===== src/mm_pkg.sv =====
// ----------------------------------------------------------------------------
// mm_pkg
// Types, constants and helpers for the fixed-point matrix multiplier.
// ----------------------------------------------------------------------------
`timescale 1ns / 1ps
`default_nettype none

package mm_pkg;

  localparam int MAX_DIM_DEF = 8;
  localparam int DIM_W       = 4;   // dimension register width
  localparam int IDX_W       = 3;   // row / column index width
  localparam int ELEM_W      = 16;  // Q8.8 element
  localparam int PROD_W      = 32;  // Q16.16 product
  localparam int VAL_W       = 40;  // Q24.16 accumulated value
  localparam int ADDR_FULL_W = 6;   // row * dim + col before trimming
  localparam int CFG_IDX_W   = 2;

  localparam logic [DIM_W-1:0] CFG_RESET = DIM_W'(8);

  // Opcodes
  localparam logic [1:0] OP_LOAD_LEFT  = 2'd0;
  localparam logic [1:0] OP_LOAD_RIGHT = 2'd1;
  localparam logic [1:0] OP_COMPUTE    = 2'd2;

  // Configuration register indexes
  localparam logic [CFG_IDX_W-1:0] CFG_LEFT_ROWS  = 2'd0;
  localparam logic [CFG_IDX_W-1:0] CFG_LEFT_COLS  = 2'd1;
  localparam logic [CFG_IDX_W-1:0] CFG_RIGHT_ROWS = 2'd2;
  localparam logic [CFG_IDX_W-1:0] CFG_RIGHT_COLS = 2'd3;

  typedef enum logic {
    ST_IDLE,
    ST_RUN
  } mm_state_t;

  typedef struct packed {
    logic [1:0]               opcode;
    logic [IDX_W-1:0]         row_index;
    logic [IDX_W-1:0]         col_index;
    logic signed [ELEM_W-1:0] element;
  } mm_in_t;

  typedef struct packed {
    logic [IDX_W-1:0]        out_row;
    logic [IDX_W-1:0]        out_col;
    logic signed [VAL_W-1:0] out_value;
    logic                    size_error;
    logic                    last;
  } mm_out_t;

  // Per-step tag that travels with a store read down the datapath
  typedef struct packed {
    logic             valid;
    logic             first;     // first term of a dot product
    logic             last;      // last term, result is complete
    logic             final_el;  // last element of the run
    logic             err;       // size mismatch echo
    logic [IDX_W-1:0] row;
    logic [IDX_W-1:0] col;
  } mm_tag_t;

  // Dimension clamp: zero acts as one, above the maximum acts as the maximum
  function automatic logic [DIM_W-1:0] eff_dim(input logic [DIM_W-1:0] r,
                                               input logic [DIM_W-1:0] max_v);
    logic [DIM_W-1:0] res;
    res = r;
    if (r == '0) begin
      res = DIM_W'(1);
    end else if (r > max_v) begin
      res = max_v;
    end
    return res;
  endfunction

endpackage

`default_nettype wire


===== src/mm_ram.sv =====
// ----------------------------------------------------------------------------
// mm_ram
// Generic single-write, single-read RAM with a registered, enabled read.
// ----------------------------------------------------------------------------
`timescale 1ns / 1ps
`default_nettype none

module mm_ram #(
  parameter int WIDTH = 16,
  parameter int DEPTH = 64,
  localparam int AW = (DEPTH > 1) ? $clog2(DEPTH) : 1
) (
  input  wire logic             clk,
  input  wire logic             we,
  input  wire logic [AW-1:0]    waddr,
  input  wire logic [WIDTH-1:0] wdata,
  input  wire logic             re,
  input  wire logic [AW-1:0]    raddr,
  output logic      [WIDTH-1:0] rdata
);

  logic [WIDTH-1:0] mem [DEPTH];

  // Read-first: a read and write of one entry in the same cycle sees old data
  always_ff @(posedge clk) begin
    if (we) begin
      mem[waddr] <= wdata;
    end
    if (re) begin
      rdata <= mem[raddr];
    end
  end

endmodule

`default_nettype wire


===== src/mm_ctrl.sv =====
// ----------------------------------------------------------------------------
// mm_ctrl
// Configuration registers, load decode and the i/j/k read sequencer.
// ----------------------------------------------------------------------------
`timescale 1ns / 1ps
`default_nettype none

module mm_ctrl import mm_pkg::*; #(
  parameter int MAX_DIM = MAX_DIM_DEF,
  localparam int DEPTH = MAX_DIM * MAX_DIM,
  localparam int AW = (DEPTH > 1) ? $clog2(DEPTH) : 1
) (
  input  wire logic                  clk,
  input  wire logic                  rst_n,
  input  wire logic                  in_valid,
  output logic                       in_ready,
  input  wire mm_in_t                in_data,
  input  wire logic                  cfg_valid,
  output logic                       cfg_ready,
  input  wire logic [CFG_IDX_W-1:0]  cfg_index,
  input  wire logic [DIM_W-1:0]      cfg_data,
  input  wire logic                  adv,
  output logic                       lwe,
  output logic                       rwe,
  output logic [AW-1:0]              waddr,
  output logic [ELEM_W-1:0]          wdata,
  output logic [AW-1:0]              laddr,
  output logic [AW-1:0]              raddr,
  output mm_tag_t                    tag
);

  localparam logic [DIM_W-1:0] MAX_V = DIM_W'(MAX_DIM);

  mm_state_t        state_r, state_nxt;
  logic [IDX_W-1:0] i_r, i_nxt, j_r, j_nxt, k_r, k_nxt;
  logic [DIM_W-1:0] rows_r, rows_nxt, cols_r, cols_nxt, klim_r, klim_nxt;
  logic             err_r, err_nxt;
  logic [DIM_W-1:0] lrows_r, lcols_r, rrows_r, rcols_r;
  logic [DIM_W-1:0] lr, lc, rr, rc;
  logic             step_last, row_end, col_end, in_range;

  function automatic logic [AW-1:0] addr_of(input logic [IDX_W-1:0] r,
                                            input logic [IDX_W-1:0] c);
    logic [ADDR_FULL_W-1:0] full;
    full = ADDR_FULL_W'(r) * ADDR_FULL_W'(MAX_DIM) + ADDR_FULL_W'(c);
    return full[AW-1:0];
  endfunction

  assign cfg_ready = 1'b1;

  // Configuration registers
  always_ff @(posedge clk) begin
    if (!rst_n) begin
      lrows_r <= CFG_RESET;
      lcols_r <= CFG_RESET;
      rrows_r <= CFG_RESET;
      rcols_r <= CFG_RESET;
    end else if (cfg_valid) begin
      unique case (cfg_index)
        CFG_LEFT_ROWS:  lrows_r <= cfg_data;
        CFG_LEFT_COLS:  lcols_r <= cfg_data;
        CFG_RIGHT_ROWS: rrows_r <= cfg_data;
        CFG_RIGHT_COLS: rcols_r <= cfg_data;
        default: ;
      endcase
    end
  end

  // Sequencer state
  always_ff @(posedge clk) begin
    if (!rst_n) begin
      state_r <= ST_IDLE;
      i_r     <= '0;
      j_r     <= '0;
      k_r     <= '0;
      rows_r  <= DIM_W'(1);
      cols_r  <= DIM_W'(1);
      klim_r  <= DIM_W'(1);
      err_r   <= 1'b0;
    end else begin
      state_r <= state_nxt;
      i_r     <= i_nxt;
      j_r     <= j_nxt;
      k_r     <= k_nxt;
      rows_r  <= rows_nxt;
      cols_r  <= cols_nxt;
      klim_r  <= klim_nxt;
      err_r   <= err_nxt;
    end
  end

  assign lr = eff_dim(lrows_r, MAX_V);
  assign lc = eff_dim(lcols_r, MAX_V);
  assign rr = eff_dim(rrows_r, MAX_V);
  assign rc = eff_dim(rcols_r, MAX_V);

  assign step_last = ({1'b0, k_r} == klim_r - DIM_W'(1));
  assign row_end   = ({1'b0, i_r} == rows_r - DIM_W'(1));
  assign col_end   = ({1'b0, j_r} == cols_r - DIM_W'(1));
  assign in_range  = ({1'b0, in_data.row_index} < MAX_V) &&
                     ({1'b0, in_data.col_index} < MAX_V);

  // Store write port: loads are taken only while idle
  assign waddr = addr_of(in_data.row_index, in_data.col_index);
  assign wdata = in_data.element;

  // Read addresses: echo reads right[i][j], product reads left[i][k], right[k][j]
  assign laddr = addr_of(i_r, k_r);
  assign raddr = err_r ? addr_of(i_r, j_r) : addr_of(k_r, j_r);

  // Next state and issue
  always_comb begin
    state_nxt = state_r;
    i_nxt     = i_r;
    j_nxt     = j_r;
    k_nxt     = k_r;
    rows_nxt  = rows_r;
    cols_nxt  = cols_r;
    klim_nxt  = klim_r;
    err_nxt   = err_r;
    in_ready  = 1'b0;
    lwe       = 1'b0;
    rwe       = 1'b0;
    tag       = '0;
    unique case (state_r)
      ST_IDLE: begin
        in_ready = 1'b1;
        if (in_valid) begin
          unique case (in_data.opcode)
            OP_LOAD_LEFT:  lwe = in_range;
            OP_LOAD_RIGHT: rwe = in_range;
            OP_COMPUTE: begin
              err_nxt   = (lc != rr);
              rows_nxt  = (lc != rr) ? rr : lr;
              cols_nxt  = rc;
              klim_nxt  = (lc != rr) ? DIM_W'(1) : lc;
              i_nxt     = '0;
              j_nxt     = '0;
              k_nxt     = '0;
              state_nxt = ST_RUN;
            end
            default: ;
          endcase
        end
      end
      ST_RUN: begin
        tag.valid    = 1'b1;
        tag.first    = (k_r == '0);
        tag.last     = step_last;
        tag.final_el = step_last && row_end && col_end;
        tag.err      = err_r;
        tag.row      = i_r;
        tag.col      = j_r;
        if (adv) begin
          if (!step_last) begin
            k_nxt = k_r + IDX_W'(1);
          end else begin
            k_nxt = '0;
            if (!col_end) begin
              j_nxt = j_r + IDX_W'(1);
            end else begin
              j_nxt = '0;
              i_nxt = i_r + IDX_W'(1);
              if (row_end) begin
                state_nxt = ST_IDLE;
              end
            end
          end
        end
      end
      default: state_nxt = ST_IDLE;
    endcase
  end

endmodule

`default_nettype wire


===== src/mm_mac.sv =====
// ----------------------------------------------------------------------------
// mm_mac
// Multiply, accumulate and output register; stalls the pipe on backpressure.
// ----------------------------------------------------------------------------
`timescale 1ns / 1ps
`default_nettype none

module mm_mac import mm_pkg::*; (
  input  wire logic              clk,
  input  wire logic              rst_n,
  input  wire mm_tag_t           tag,
  input  wire logic [ELEM_W-1:0] ldata,
  input  wire logic [ELEM_W-1:0] rdata,
  output logic                   adv,
  output logic                   out_valid,
  input  wire logic              out_ready,
  output mm_out_t                out_data
);

  mm_tag_t                  s1_tag_r, s2_tag_r;
  logic signed [PROD_W-1:0] prod_r, prod_nxt;
  logic signed [VAL_W-1:0]  acc_r, sum;
  logic                     out_valid_r, out_valid_nxt;
  mm_out_t                  out_data_r;

  // Hold the whole pipe when a finished dot product cannot enter the output
  assign adv = !(s2_tag_r.valid && s2_tag_r.last && out_valid_r && !out_ready);

  // Product or echo of the right element shifted into Q16.16
  always_comb begin
    if (s1_tag_r.err) begin
      prod_nxt = {{(PROD_W-ELEM_W-8){rdata[ELEM_W-1]}}, rdata, 8'h00};
    end else begin
      prod_nxt = $signed(ldata) * $signed(rdata);
    end
  end

  assign sum = (s2_tag_r.first ? '0 : acc_r) + VAL_W'(prod_r);

  // Output valid: set by a finished element, cleared when the transaction is taken
  assign out_valid_nxt = (adv && s2_tag_r.valid && s2_tag_r.last) ? 1'b1 :
                         (out_valid_r && !out_ready);

  // Control: tag pipe and output valid
  always_ff @(posedge clk) begin
    if (!rst_n) begin
      s1_tag_r    <= '0;
      s2_tag_r    <= '0;
      out_valid_r <= 1'b0;
    end else begin
      out_valid_r <= out_valid_nxt;
      if (adv) begin
        s1_tag_r <= tag;
        s2_tag_r <= s1_tag_r;
      end
    end
  end

  // Datapath
  always_ff @(posedge clk) begin
    if (adv) begin
      prod_r <= prod_nxt;
      if (s2_tag_r.valid) begin
        if (s2_tag_r.last) begin
          out_data_r.out_row    <= s2_tag_r.row;
          out_data_r.out_col    <= s2_tag_r.col;
          out_data_r.out_value  <= sum;
          out_data_r.size_error <= s2_tag_r.err;
          out_data_r.last       <= s2_tag_r.final_el;
        end else begin
          acc_r <= sum;
        end
      end
    end
  end

  assign out_valid = out_valid_r;
  assign out_data  = out_data_r;

endmodule

`default_nettype wire


===== src/matrix_multiply.sv =====
// Load transaction: one accepted per cycle while idle.
// Compute transaction: rows*cols*left_cols store read steps (rows*cols on a size mismatch),
//   one per cycle unless the output stalls, through the store read, product and output registers.
// Input is taken again right after the last read step; the read port of each
//   store, one access per cycle, sets the rate. Output backpressure stalls it.
// Reset (rst_n low, synchronous): control idle, dimensions 8; stores kept.
// ----------------------------------------------------------------------------
// matrix_multiply
// Fixed-point matrix multiplier over two element stores, Q8.8 in, Q24.16 out.
// ----------------------------------------------------------------------------
`timescale 1ns / 1ps
`default_nettype none

module matrix_multiply import mm_pkg::*; #(
  parameter int MAX_DIM = MAX_DIM_DEF,
  localparam int DEPTH = MAX_DIM * MAX_DIM,
  localparam int AW = (DEPTH > 1) ? $clog2(DEPTH) : 1
) (
  input  wire logic                 clk,
  input  wire logic                 rst_n,
  input  wire logic                 in_valid,
  output logic                      in_ready,
  input  wire mm_in_t               in_data,
  output logic                      out_valid,
  input  wire logic                 out_ready,
  output mm_out_t                   out_data,
  input  wire logic                 cfg_valid,
  output logic                      cfg_ready,
  input  wire logic [CFG_IDX_W-1:0] cfg_index,
  input  wire logic [DIM_W-1:0]     cfg_data
);

  logic              adv, lwe, rwe;
  logic [AW-1:0]     waddr, laddr, raddr;
  logic [ELEM_W-1:0] wdata, ldata, rdata;
  mm_tag_t           tag;

  // Sequencer and configuration
  mm_ctrl #(.MAX_DIM(MAX_DIM)) u_ctrl (
    .clk       (clk),
    .rst_n     (rst_n),
    .in_valid  (in_valid),
    .in_ready  (in_ready),
    .in_data   (in_data),
    .cfg_valid (cfg_valid),
    .cfg_ready (cfg_ready),
    .cfg_index (cfg_index),
    .cfg_data  (cfg_data),
    .adv       (adv),
    .lwe       (lwe),
    .rwe       (rwe),
    .waddr     (waddr),
    .wdata     (wdata),
    .laddr     (laddr),
    .raddr     (raddr),
    .tag       (tag)
  );

  // Left matrix store
  mm_ram #(.WIDTH(ELEM_W), .DEPTH(DEPTH)) u_left_ram (
    .clk   (clk),
    .we    (lwe),
    .waddr (waddr),
    .wdata (wdata),
    .re    (adv),
    .raddr (laddr),
    .rdata (ldata)
  );

  // Right matrix store
  mm_ram #(.WIDTH(ELEM_W), .DEPTH(DEPTH)) u_right_ram (
    .clk   (clk),
    .we    (rwe),
    .waddr (waddr),
    .wdata (wdata),
    .re    (adv),
    .raddr (raddr),
    .rdata (rdata)
  );

  // Multiply-accumulate and output register
  mm_mac u_mac (
    .clk       (clk),
    .rst_n     (rst_n),
    .tag       (tag),
    .ldata     (ldata),
    .rdata     (rdata),
    .adv       (adv),
    .out_valid (out_valid),
    .out_ready (out_ready),
    .out_data  (out_data)
  );

endmodule

`default_nettype wire


===== config.mk =====
export PLATFORM = sky130hd
export DESIGN_NAME = matrix_multiply
export DESIGN_NICKNAME = d
export VERILOG_FILES = /design/src/mm_pkg.sv /design/src/mm_ram.sv /design/src/mm_ctrl.sv /design/src/mm_mac.sv /design/src/matrix_multiply.sv
export SDC_FILE = /design/constraint.sdc
export NUM_CORES = 2
export LEC_CHECK = 0
export ABC_AREA = 1
export BUFFER_PORTS_ARGS = -buffer_cell sky130_fd_sc_hd__buf_2
export CAP_MARGIN = 15
export CORE_MARGIN = 10
export CORE_UTILIZATION = 40
export DETAILED_ROUTE_END_ITERATION = 12
export PLACE_DENSITY_LB_ADDON = 0.1
export SYNTH_ARGS = -nofsm -noshare
export SYNTH_HDL_FRONTEND = slang
export SYNTH_HIERARCHICAL = 1
export SYNTH_SLANG_ARGS = --single-unit

===== constraint.sdc =====
create_clock -name clk -period 6.9 [get_ports clk]
set_clock_uncertainty 0.2 [all_clocks]
set_input_delay 1.38 -clock clk [delete_from_list [all_inputs] [get_ports clk]]
set_output_delay 1.38 -clock clk [all_outputs]
set_load 0.02 [all_outputs]

=== Yosys cells after proc, flatten, opt, wreduce, memory -nomap -nowiden ===
Memory sizes are Yosys's and may differ from the RTL's. A register that Yosys moved wholly into a read port is not among the register bits.
Cells that the tools add are included.

* Bits in registers: 182
* Memory bits (writable): 2,048
* Bits in read-only memories: 0
* Word-level logic and storage cells: 145
* Output and inout bits: 51
* Bits of input ports: 35
* Latch bits: 0
* Memories: 2

{| class="wikitable"
|+ Memory list
! name !! depth !! width !! read ports !! clocked after memory_dff !! write ports !! line !! text
|-
| u_left_ram.mem || 64 || 16 || 1 || 1 || 1 || mm_ram.sv:22 || <nowiki>logic [WIDTH-1:0] mem [DEPTH];</nowiki>
|-
| u_right_ram.mem || 64 || 16 || 1 || 1 || 1 || mm_ram.sv:22 ||
|}

* Shift-type cells: 0
* Multiplexer cells: 46
* Reductions and logical operators: 29
* Order comparisons: 4
* Multipliers: 1
* Add/sub/neg operators: 11
* Equal/unequal tests: 14
* Bitwise gates (word level): 3
* Div/mod/pow operators: 0

{| class="wikitable"
|+ Operator list
! cell !! number
|-
| $add A40 B40 Y40 || 1
|-
| $mux W4 || 10
|-
| $mux W40 || 1
|-
| $mul A16 B16 Y32 || 1
|-
| $mux W32 || 1
|-
| $mux W3 || 10
|-
| $add A6 B3 Y6 || 4
|-
| $mux W1 || 18
|-
| $pmux W3 S2 || 3
|-
| $gt A4 B4 Y1 const B || 4
|-
| $logic_not A4 Y1 || 4
|-
| $eq A3 B4 Y1 || 3
|-
| $reduce_and A3 Y1 || 4
|-
| $sub A4 B1 Y4 const B || 3
|-
| $mux W11 || 1
|-
| $ne A2 B2 Y1 const B || 5
|-
| $add A3 B1 Y3 const B || 3
|-
| $logic_and A1 B1 Y1 || 8
|-
| $reduce_and A2 Y1 || 4
|-
| $eq A2 B2 Y1 const B || 3
|-
| $mux W6 || 1
|-
| $reduce_and A5 Y1 || 1
|-
| $eq A2 B1 Y1 const B || 2
|-
| $logic_not A1 Y1 || 4
|-
| other kinds (6) || 9
|}

=== Depth between registers and ports, before layout ===
* Depth in word-level cells: 7
* Gate-level depth with buffers: 29
* Depth with buffers taken out: 27

=== Modules after synthesis ===
The synthesis kept the hierarchy.

{| class="wikitable"
|+ By module, submodules not included
! module !! instances !! cells each !! sequential area each (sq um) !! area an instance (sq um)
|-
| mm_ram || 2 || 3,517 || 31,230.0 || 42,259.3
|-
| mm_mac || 1 || 2,419 || 4,063.9 || 18,707.9
|-
| mm_ctrl || 1 || 357 || 780.7 || 2,396.0
|}

=== Worst setup path before layout ===
Ideal clock, no wire load.

* Path kind: register -> register
* From: register u_right_ram.rdata[5], read port of u_right_ram.mem
* To: register u_mac.prod_r[31] (data pin)
* Cell stages (with the launch flop): 24
* Clock period less this slack: 5,854 ps
* Buffers on the path: 2
* Data required time: 6,440 ps
* Library setup time: 260 ps
* Arrival: 5,395 ps
* Slack: 1,046 ps
* Cells stage by stage: edfxtp_1 > clkbuf_1 > clkbuf_1 > nand2_1 > fa_1 > inv_1 > fa_1 > fa_1 > fa_1 > fa_1 > inv_1 > fa_1 > inv_1 > ha_1 > nand2_1 > nor2_1 > inv_1 > nor2_2 > and2_1 > nand2_1 > nand2_1 > nand2_1 > nand3_1 > nand2_1

* Longest elaborated chain between the ends: 2

{| class="wikitable"
|+ Ends and longest elaborated chain
! what !! line !! text
|-
| start, declared || mm_ram.sv:19 || <nowiki>output logic [WIDTH-1:0] rdata</nowiki>
|-
| $mul A16 B16 Y32 || mm_mac.sv:34 || <nowiki>prod_nxt = $signed(ldata) * $signed(rdata);</nowiki>
|-
| $mux W32 || mm_mac.sv:31 || <nowiki>if (s1_tag_r.err) begin</nowiki>
|-
| net u_mac.prod_nxt[31] || mm_mac.sv:21 || <nowiki>logic signed [PROD_W-1:0] prod_r, prod_nxt;</nowiki>
|-
| end signal, assigned || mm_mac.sv:62 || <nowiki>prod_r <= prod_nxt;</nowiki>
|-
| end, declared || mm_mac.sv:21 ||
|}

The timed path passes the listed nets, and every way through them passes these cells.
A chain may end at the register's enable or synchronous reset.

=== Worst setup path in the final report ===
* From: register u_left_ram.rdata[15], read port of u_left_ram.mem
* To: register u_mac.prod_r[22] (data pin)

* Longest elaborated chain between the ends: 2

{| class="wikitable"
|+ Ends and longest elaborated chain
! what !! line
|-
| start, declared || mm_ram.sv:19
|-
| $mul A16 B16 Y32 || mm_mac.sv:34
|-
| $mux W32 || mm_mac.sv:31
|-
| net u_mac.prod_nxt[22] || mm_mac.sv:21
|}

The timed path passes the listed nets, and every way through them passes these cells.

==> flow_metrics.env <==
export IMPL_numClockSinks=2262
export IMPL_cts_resized=0
export IMPL_die_area_sq_um=285000
export IMPL_die_h_um=534
export IMPL_setup_tns_ps=0
export IMPL_io_pin_count=86
export IMPL_root_buffer="clkbuf_16"
export IMPL_synth_cells=9810
export IMPL_worstSetupEndpointType="flop"
export IMPL_setup_viol=0
export IMPL_syn_cell_area_sq_um=106000
export IMPL_required_ps=7310
export IMPL_min_period_over_period=0.931
export IMPL_gp_congestion=0.877
export IMPL_maxSlewViolCount=0
export IMPL_hold_path_class="flop to flop"
export IMPL_synth_nets=10236
export IMPL_max_freq_mhz=156
export IMPL_drt_wl_total_mm=312
export IMPL_ys_types=54
export IMPL_routedWlPerCell_um=23.0
export IMPL_fin_nets=10264
export IMPL_grt_pass1_wl_mm=462
export IMPL_post_route_drc_count=0
export IMPL_rsz0062_at_grt="no"
export IMPL_clock_path_buffers=4
export IMPL_drv_cap=0
export IMPL_antenna_found_initial=7
export IMPL_drtAntennaViolNets=0
export IMPL_grtUsageTotal=0.211
export IMPL_post_cts_setup_buffers=0
export IMPL_htree_levels=4
export IMPL_synth_main_ff_cell="edfxtp_1"
export IMPL_worstMarginPinSlew_ps=1180
export IMPL_yosysWarnings=6
export IMPL_viasPerCell=5.25
export IMPL_crit_path_start_kind="flop"
export IMPL_critPathMaxFanout=16
export IMPL_hpwl_mm=188
export IMPL_portBuffers=84
export IMPL_drive_above_1_share=0.0751
export IMPL_cts_buffers_inserted=249
export IMPL_ys_seq_elements=2262
export IMPL_start_util=0.402
export IMPL_critPathKind="flop to flop"
export IMPL_clkTransAtPathRegs_ps=60
export IMPL_hold_viol=0
export IMPL_num_rows=188
export IMPL_cts_tree="built"
export IMPL_first_iter_violations=5939
export IMPL_slew_headroom=0.210
export IMPL_arrival_ps=6830
export IMPL_synth_edf_count=2200
export IMPL_globalRouteOverflowTotal=0
export IMPL_hold_buffers=0
export IMPL_clk_latency_ps=940
export IMPL_synth_async_sr_flop_share=0
export IMPL_synth_area_per_cell_sq_um=10.8
export IMPL_grt_max_degree=173
export IMPL_grt_pass1_vias=68406
export IMPL_synthToLayoutAreaGrowth_pct=10.8
export IMPL_vias=71130
export IMPL_dr_pass1_iters=6
export IMPL_core_sq_um=263000
export IMPL_fp_dieW_um=534
export IMPL_yosysSeqAreaShare=0.637
export IMPL_period_minus_slack_ps=6420
export IMPL_outcome="complete, no violations"
cell type report:
class / count / area (sq um)
Inverter: 710 / 2720
Antenna cell: 7 / 17.5
Fill cell: 24580 / 145000
Timing Repair Buffer: 329 / 2530
Clock buffer: 304 / 6470
Tap cell: 3515 / 4400
Clock inverter: 137 / 1120
Sequential cell: 2262 / 67300
Multi-Input combinational cell: 6286 / 32500
Yosys cell counts, drive strengths merged, types with 2 or more instances:
cell / n / area, sq um
nand2: 3338 / 12600
edfxtp: 2200 / 66100
nand3: 1840 / 9260
inv: 708 / 2670
buf: 428 / 2890
nor2: 348 / 1320
fa: 263 / 5270
ha: 128 / 1600
clkbuf: 124 / 465
a21oi: 102 / 544
o21ai: 93 / 469
dfxtp: 62 / 1240
nand4: 53 / 332
xor2: 21 / 184
nor4: 18 / 119
xnor2: 18 / 165
nor3: 17 / 90.1
or2: 11 / 68.8
o21bai: 9 / 71.3
nand3b: 6 / 45.0
o21a: 4 / 30.0
a21o: 3 / 22.5
o211ai: 3 / 22.5
a31oi: 2 / 12.5
clkinv: 2 / 7.51
o31ai: 2 / 15.0
o32ai: 2 / 17.5
cells in the final DEF (no fill, tap or decap), drive strengths merged:
cell type,count
xor2,21
a211oi,1
xnor2,18
inv,715
a21oi,102
dfxtp,62
a31oi,2
fa,263
nand3,1840
clkinvlp,8
o221ai,1
o31ai,2
or2,11
clkbuf,304
and2,1
nand3b,6
o21a,4
a21o,3
clkinv,109
a21boi,1
bufinv,15
conb,1
o32ai,2
o21bai,9
nand2,3338
diode,7
ha,128
o211ai,3
buf,329
o21ai,93
nor4,18
nor3,17
nor2,348
nand4,53
edfxtp,2200
worst paths after layout:
check                                           from                end  slack (ps)  cells after the start
worst min-delay path               u_mac/s2_tag_r[6]  u_mac/out_data[1]         230                      0
worst min register to register     u_mac/s2_tag_r[6]  u_mac/out_data[1]         230                      0
worst max register to register  u_left_ram/rdata[15]   u_mac/prod_r[22]         480                     21
worst max-delay path            u_left_ram/rdata[15]   u_mac/prod_r[22]         480                     21
metal layers:
layer  vias to the layer above  part of all wire  GRT usage
li1                      33158                 -          -
met3                       421             0.055     0.0269
met2                      1995              0.47      0.340
met4                         0             0.026     0.0535
met5                         -                 0          0
met1                     35556              0.45      0.304
metrics by stage:
step           utilization  hold WS [ps]  instance area [sq um]  worst slack, ps  std cells
3_5_place_dp         0.417           219                 109000              458      13102
3_3_place_gp         0.417           216                 109000              509      13102
5_1_grt              0.446           250                 117000             50.5      13545
2_1_floorplan            -           203                 106000             1050       9810
6_report             0.446           232                 117000              476      13550
4_1_cts              0.446           236                 117000              442      13543
critical path, cell delays in order (launching register included):
cell and delay (ps):
edfxtp_1 640, nand2_1 220, inv_1 110, fa_1 640
buf_4 180, fa_1 440, fa_1 440, fa_1 510
fa_1 540, inv_1 50, fa_1 470, inv_1 40
ha_1 400, nand2_1 130, nor2_1 150, inv_1 90
nor2_1 230, nand4_1 250, nand3_1 160, nand2_1 50
nand3_1 70, nand2_1 80
kinds of logic (layout without fill, tap and decap cells):
kind of cell | after synthesis | in the layout | synth area share
AO/OA/AOI/OAI | 223 | 223 | 0.0116
buffers and inverters | 1262 | 1480 | 0.0571
flip-flops | 2262 | 2262 | 0.637
XOR/XNOR | 39 | 39 | 0.00331
adder cells (fa/ha/maj) | 391 | 391 | 0.0650
AND/OR/NAND/NOR | 5632 | 5632 | 0.226
other | 1 | 8 | 0.0000355
sequential cells by signal (all words and copies together) (netlist names), 4 cells and up:
register / count
u_left_ram/mem: 1024
u_right_ram/mem: 1024
u_mac/out_data: 48
u_mac/acc_r: 40
u_mac/prod_r: 32
u_left_ram/rdata: 16
u_right_ram/rdata: 16
u_mac/s1_tag_r: 11
u_mac/s2_tag_r: 11
u_ctrl/cols_r: 4
u_ctrl/klim_r: 4
u_ctrl/lcols_r: 4
u_ctrl/lrows_r: 4
u_ctrl/rcols_r: 4
u_ctrl/rows_r: 4
u_ctrl/rrows_r: 4
Power is left out: the tool's default activity adds up to more than one toggle a clock period on the data nets, which glitch-free logic cannot reach.
